--- config.mk ---
export PLATFORM = sky130hd
export DESIGN_NAME = sol_ctrl
export DESIGN_NICKNAME = d
export VERILOG_FILES = /design/src/rtl/sol_pkg.sv /design/src/rtl/sol_ctrl.sv
export SDC_FILE = /design/constraint.sdc
export NUM_CORES = 1
export LEC_CHECK = 0
export BUFFER_PORTS_ARGS = -buffer_cell sky130_fd_sc_hd__buf_2
export CORE_MARGIN = 2
export CORE_UTILIZATION = 30
export CTS_BUF_LIST = sky130_fd_sc_hd__clkbuf_8
export DETAILED_ROUTE_END_ITERATION = 12
export MAX_ROUTING_LAYER = met4
export PLACE_DENSITY = 0.66
export SETUP_SLACK_MARGIN = 0.5
export SYNTH_ARGS = -nofsm -noshare
export SYNTH_HDL_FRONTEND = slang
export SYNTH_SLANG_ARGS = --single-unit
export TNS_END_PERCENT = 100
--- constraint.sdc ---
create_clock -name clk -period 1.53 [get_ports clk]
set_clock_uncertainty 0.1 [all_clocks]
set_input_delay 0.2295 -clock clk [delete_from_list [all_inputs] [get_ports clk]]
set_output_delay 0.2295 -clock clk [all_outputs]
set_load 0.02 [all_outputs]
--- src/rtl/sol_pkg.sv ---
// ----------------------------------------------------------------------------
// sol_pkg
// Shared codes and controller/datapath interface types for the open list.
// ----------------------------------------------------------------------------
package sol_pkg;

	// request commands
	localparam logic [1:0] CMD_INSERT = 2'd0;
	localparam logic [1:0] CMD_DELETE = 2'd1;
	localparam logic [1:0] CMD_SEARCH = 2'd2;
	localparam logic [1:0] CMD_CLEAR  = 2'd3;

	// result status
	localparam logic [1:0] ST_DONE    = 2'd0;
	localparam logic [1:0] ST_MISSING = 2'd1;
	localparam logic [1:0] ST_FULL    = 2'd2;

	typedef enum logic [1:0] {RA_IDX, RA_DOWN, RA_UP} rd_addr_sel_t;
	typedef enum logic [1:0] {IDX_HOLD, IDX_INC, IDX_DEC, IDX_CNT} idx_op_t;
	typedef enum logic [1:0] {CNT_HOLD, CNT_INC, CNT_DEC, CNT_CLR} cnt_op_t;

	typedef struct packed {
		logic         take;       // latch request, zero index and hit
		logic         rd_en;
		rd_addr_sel_t rd_sel;
		idx_op_t      idx_op;
		logic         at_load;    // insert point <= index
		logic         wr_en;
		logic         wr_new;     // write request at insert point, else shift data
		cnt_op_t      cnt_op;
		logic         hit_load;
		logic         out_load;
		logic [1:0]   out_status;
	} ctl_t;

	typedef struct packed {
		logic [1:0] op;
		logic       idx_at_cnt;
		logic       f_ge;
		logic       pos_eq;
		logic       idx_gt_at;
		logic       up_ok;
		logic       full;
		logic       out_free;
	} stat_t;

endpackage

--- src/rtl/sol_ctrl.sv ---
// ----------------------------------------------------------------------------
// sol_ctrl
// Sequencer for scan, shift and response of each open list request.
// ----------------------------------------------------------------------------
module sol_ctrl (
	input  logic           clk,
	input  logic           arst_n,
	input  logic           s_tvalid,
	output logic           s_tready,
	input  sol_pkg::stat_t st,
	output sol_pkg::ctl_t  ctl
);

	typedef enum logic [2:0] {
		S_IDLE, S_SCAN_RD, S_SCAN_CMP, S_SH_RD, S_SH_WR, S_PUT, S_RESP
	} state_t;

	state_t     state_q, state_d;
	logic [1:0] status_q, status_d;

	assign s_tready = (state_q == S_IDLE);

	always_comb begin
		ctl            = '0;
		ctl.rd_sel     = sol_pkg::RA_IDX;
		ctl.idx_op     = sol_pkg::IDX_HOLD;
		ctl.cnt_op     = sol_pkg::CNT_HOLD;
		ctl.out_status = status_q;
		state_d        = state_q;
		status_d       = status_q;
		unique case (state_q)
			S_IDLE: begin
				if (s_tvalid) begin
					ctl.take = 1'b1;
					state_d  = S_SCAN_RD;
					status_d = sol_pkg::ST_DONE;
				end
			end
			S_SCAN_RD: begin
				if (st.op == sol_pkg::CMD_CLEAR) begin
					ctl.cnt_op = sol_pkg::CNT_CLR;
					state_d    = S_RESP;
				end else if (st.op == sol_pkg::CMD_INSERT && st.full) begin
					status_d = sol_pkg::ST_FULL;
					state_d  = S_RESP;
				end else if (st.idx_at_cnt) begin
					if (st.op == sol_pkg::CMD_INSERT) begin
						ctl.at_load = 1'b1;
						state_d     = S_SH_RD;
					end else begin
						status_d = sol_pkg::ST_MISSING;
						state_d  = S_RESP;
					end
				end else begin
					ctl.rd_en = 1'b1;
					state_d   = S_SCAN_CMP;
				end
			end
			S_SCAN_CMP: begin
				if (st.op == sol_pkg::CMD_INSERT && st.f_ge) begin
					ctl.at_load = 1'b1;
					ctl.idx_op  = sol_pkg::IDX_CNT;
					state_d     = S_SH_RD;
				end else if (st.op == sol_pkg::CMD_DELETE && st.pos_eq) begin
					state_d = S_SH_RD;
				end else if (st.op == sol_pkg::CMD_SEARCH && st.pos_eq) begin
					ctl.hit_load = 1'b1;
					state_d      = S_RESP;
				end else begin
					ctl.idx_op = sol_pkg::IDX_INC;
					state_d    = S_SCAN_RD;
				end
			end
			S_SH_RD: begin
				if (st.op == sol_pkg::CMD_INSERT) begin
					if (st.idx_gt_at) begin
						ctl.rd_en  = 1'b1;
						ctl.rd_sel = sol_pkg::RA_DOWN;
						state_d    = S_SH_WR;
					end else begin
						state_d = S_PUT;
					end
				end else if (st.up_ok) begin
					ctl.rd_en  = 1'b1;
					ctl.rd_sel = sol_pkg::RA_UP;
					state_d    = S_SH_WR;
				end else begin
					ctl.cnt_op = sol_pkg::CNT_DEC;
					state_d    = S_RESP;
				end
			end
			S_SH_WR: begin
				ctl.wr_en  = 1'b1;
				ctl.idx_op = (st.op == sol_pkg::CMD_INSERT) ? sol_pkg::IDX_DEC
				                                            : sol_pkg::IDX_INC;
				state_d    = S_SH_RD;
			end
			S_PUT: begin
				ctl.wr_en  = 1'b1;
				ctl.wr_new = 1'b1;
				ctl.cnt_op = sol_pkg::CNT_INC;
				state_d    = S_RESP;
			end
			S_RESP: begin
				if (st.out_free) begin
					ctl.out_load = 1'b1;
					state_d      = S_IDLE;
				end
			end
			default: state_d = S_IDLE;
		endcase
	end

	always_ff @(posedge clk or negedge arst_n) begin
		if (!arst_n) begin
			state_q  <= S_IDLE;
			status_q <= sol_pkg::ST_DONE;
		end else begin
			state_q  <= state_d;
			status_q <= status_d;
		end
	end

endmodule

-- Word level (Yosys, flattened, before mapping)
Cells that the tools add are included.
- flip-flop bits (word level): 5
- word-level logic and storage cells: 78
- output and inout port bits: 16
- input port bits: 12
- reductions and logical operators: 10
- mux-type cells: 52
- eq/ne operators: 14
- operators with widths (cell ; count):
    3-bit two-way mux ; 13
    2-bit two-way mux ; 12
    1-bit two-way mux ; 21
    3-bit one-hot mux with 7 select lines ; 1
    3-bit equality test, second input constant ; 3
    2-bit one-hot mux with 2 select lines ; 2
    3-bit by 2-bit equality test with 1-bit output, second input constant ; 2
    2-bit inequality test, second input constant ; 3
    3-bit inequality test, second input constant ; 2
    2-bit one-hot mux with 3 select lines ; 1
    5-bit AND reduction ; 1
    2-bit equality test, second input constant ; 2
    1-bit logical AND ; 4
    1-bit one-hot mux with 2 select lines ; 2
    3-bit by 1-bit equality test with 1-bit output, second input constant ; 1
    3-bit zero test ; 1
    2-bit by 1-bit equality test with 1-bit output, second input constant ; 1
    2-bit zero test ; 1
    2-bit AND reduction ; 1
    2-bit nonzero test ; 1
    2-bit OR reduction ; 1

-- Logic depth before layout (Yosys ltp)
- depth in word-level cells: 6
- mapped depth: 4
- depth with buffers taken out: 3

-- Least setup slack after synthesis
OpenSTA, ideal clock, no wires.
- path type: register to output
- start: register state_q[2]
- end: output port ctl[10] in the netlist's numbering
- setup slack: -0.075 ns
- arrival time: 1.275 ns
- buffers on the path: 1
- required time: 1.201 ns
- cell stages (with the launch flop): 5
- cells stage by stage: dfrtp_1 buf_2 and2b_1 nand2_1 o21ai_1
- RTL lines (what ; RTL line ; source):
    start, declared ; sol_ctrl.sv:18 ; state_t state_q, state_d;
    start signal, assigned ; sol_ctrl.sv:119 ; state_q <= state_d;
    end, declared ; sol_ctrl.sv:11 ; output sol_pkg::ctl_t ctl

==> flow_summary.ini <==
[route]
viasPerCell = 5.26
drtPass1Iterations = 5
wl_um = 2460
final_antenna_net_count = 0
avgRoutedWirePerCell_um = 15.0
dr.first_iter.drc_count = 15
drc_errors = 0
via_count = 862

[status]
outcome = complete, but fails checks
violations = negative setup slack

[sta]
relSlewSlack = 0.810
finalCriticalPeriod_ps = 1710
drv_slew = 0
whs_ps = 212
worstMarginPinSlew_ps = 285
fin_ws_ps = -179
max_freq_mhz = 585
tns_ps = -1940
rsz0062_at_grt = yes
setup-violations-final = 16
finalCritPeriodShare = 1.12
hold_viol_final = 0

[finish]
fillers = 161
instances_no_fill = 164
nets = 150
n_antenna_cell = 0
area_growth_syn_to_layout_pct = 110
drive_above_1_share = 0.679
fin_util = 0.673
final_cell_mix = 21 x buf_6, 21 x buf_4, 14 x buf_2

[setup_path]
worstPathArrival_ps = 1380
critPathMaxStageDelay_ps = 480
critical_path_class = flip-flop to output port
cp.required_ps = 1200
crit_path_top_delay_cell = dfrtp_2
endpoint_kind = output port
cp-start-kind = flip-flop
crit_buf_inv = 1
path_delay_family = flip-flops
worstPathCellList = nand3b_1, a21oi_2, a2111oi_4, buf_4
cp_max_fo = 8

[logic_synthesis]
seq_area_frac_synth = 0.197
syn-instance-count = 83
ys_warn_count = 0
avgSynthCellArea_sq_um = 7.66
ys_seq_elements = 5
ys_top_cells_by_area = dfrtp_1 20%, nand3_1 6.3%, nor2b_1 5.9%
syn-num-nets = 95
synth_area_leader_cell = dfrtp_1
mappedNetlistArea_sq_um = 636
ys_types = 35
synth_top_area_share = 0.197

[power]
p_int_w = 0.00142
p_sw_w = 0.00106
power_frac_comb = 0.770
p_clk_frac = 0.094
power.share.sequential = 0.136
p_leak_nw = 0.583
ir_drop_mv = 0.888
power_density_nw_per_um2 = 1860
p_sw_frac = 0.427
total_power_w = 0.00249

[die]
pin_count = 28
start_util = 0.321
die_h_um = 50.0
rows = 16
core_area_sq_um = 1980
dieWidth_um = 50.0
dieArea_sq_um = 2500

[min_path]
hold_path_class = input pin to flip-flop

[placement]
detailed_place_hpwl_um = 1530
io_buffer_count = 27
place.gp.congestion = 0.808
placed_cells = 145

[job]
cap_violations = 0

[global_route]
antenna_found_initial = 0
grt_pass1_wl_um = 4020
grt_max_degree = 13
grt_pass1_vias = 833
grt_usage = 0.212
overflow = 0

[clocking]
clock_sinks = 5
cts_buffers = 3
path_clk_slew_ps = 40
htreeDepth = 1
cts_tree = yes
clk_latency_ps = 220
cts_root_buffer = clkbuf_8
clockBufferDepth = 2
## metal layers
metal	vias to the layer above	global-route usage	wire (um)
met1	413	0.264	1030
li1	419	-	-
met5	-	-	0
met2	28	0.353	1330
met3	2	0.0364	101
met4	0	0.0509	8
## synthesized netlist by cell type, drive strengths merged
cell,instances
buf,7
a21boi,1
inv,2
nand2,4
nand2b,2
o22a,1
nand3,8
o221ai,1
xor2,1
nand3b,4
and3b,1
and2b,1
dfrtp,5
or2,2
a22o,2
nor2,4
mux2,1
a32oi,1
a31o,1
nor3b,5
a222oi,1
o21ai,7
and4b,1
a2111oi,1
nor3,1
mux2i,1
or3b,1
nor2b,6
a21oi,4
and2,2
or3,1
o211ai,3
## registers in the layout, summed over array words and instances, names as in the netlist
signal / flops
state_q: 3
status_q: 2
## worst register-to-register path, cell delays in order (launching register included)
cell	delay (ps)
dfrtp_2	480
buf_6	170
buf_6	110
buf_6	110
buf_6	110
nor2_4	80
nand3_2	70
a22o_1	210
## power groups by stage
stage	sequential (W)	clock [W]	combinational (W)
6_report	0.000339	0.000233	0.00191
5_1_grt	0.000351	0.000250	0.00204
4_1_cts	0.000333	0.000240	0.00177
3_5_place_dp	0.000371	0	0.00125
3_3_place_gp	0.000364	0	0.00123
2_1_floorplan	0.000301	0	0.000955
## worst paths after layout
kind / start / end / slack, ps / cells after the start
min in group asynchronous: arst_n / status_q[1]$_DFFE_PN0P_ / 260 / 2
worst min-delay path: st[4] / state_q[1]$_DFFE_PN0P_ / 210 / 3
worst max register to register: state_q[2]$_DFFE_PN0P_ / status_q[1]$_DFFE_PN0P_ / -30 / 7
max in group asynchronous: arst_n / state_q[1]$_DFFE_PN0P_ / 930 / 2
worst min register to register: status_q[1]$_DFFE_PN0P_ / status_q[1]$_DFFE_PN0P_ / 460 / 1
worst max-delay path: state_q[2]$_DFFE_PN0P_ / ctl[9] / -180 / 4
## cell families after synthesis
kind of cell | Yosys count | share of synthesized area
AO/OA/AOI/OAI | 23 | 0.256
XOR/XNOR | 1 | 0.0138
buffers and inverters | 9 | 0.0768
flip-flops | 5 | 0.197
multiplexers | 2 | 0.0335
AND/OR/NAND/NOR | 43 | 0.423
## metrics by stage
stage	cell area (sq um)	setup slack (ps)
3_5_place_dp	996	-53.3
6_report	1330	-179
5_1_grt	1330	-230
2_1_floorplan	771	127
3_3_place_gp	996	-29.9
4_1_cts	1290	-178
## repair_timing
item                       in CTS  in global routing
setup endpoints to repair      21                 21
gates resized for setup        48                  5
hold buffers                    1                  0
buffers inserted               11                  3
pin swaps                      16                  5
hold endpoints to repair        5                  0
## final cells by class
type / count / area [sq um] / share of cell area
multi-input combinational: 69 / 644 / 0.483
tap: 27 / 33.8 / 0.0253
sequential: 5 / 129 / 0.0966
clock buffer: 3 / 41.3 / 0.0310
timing repair buffer: 57 / 474 / 0.356
inverter: 2 / 7.51 / 0.00563
clock inverter: 1 / 3.75 / 0.00281
Note: power is estimated with default switching activity, not from simulation.
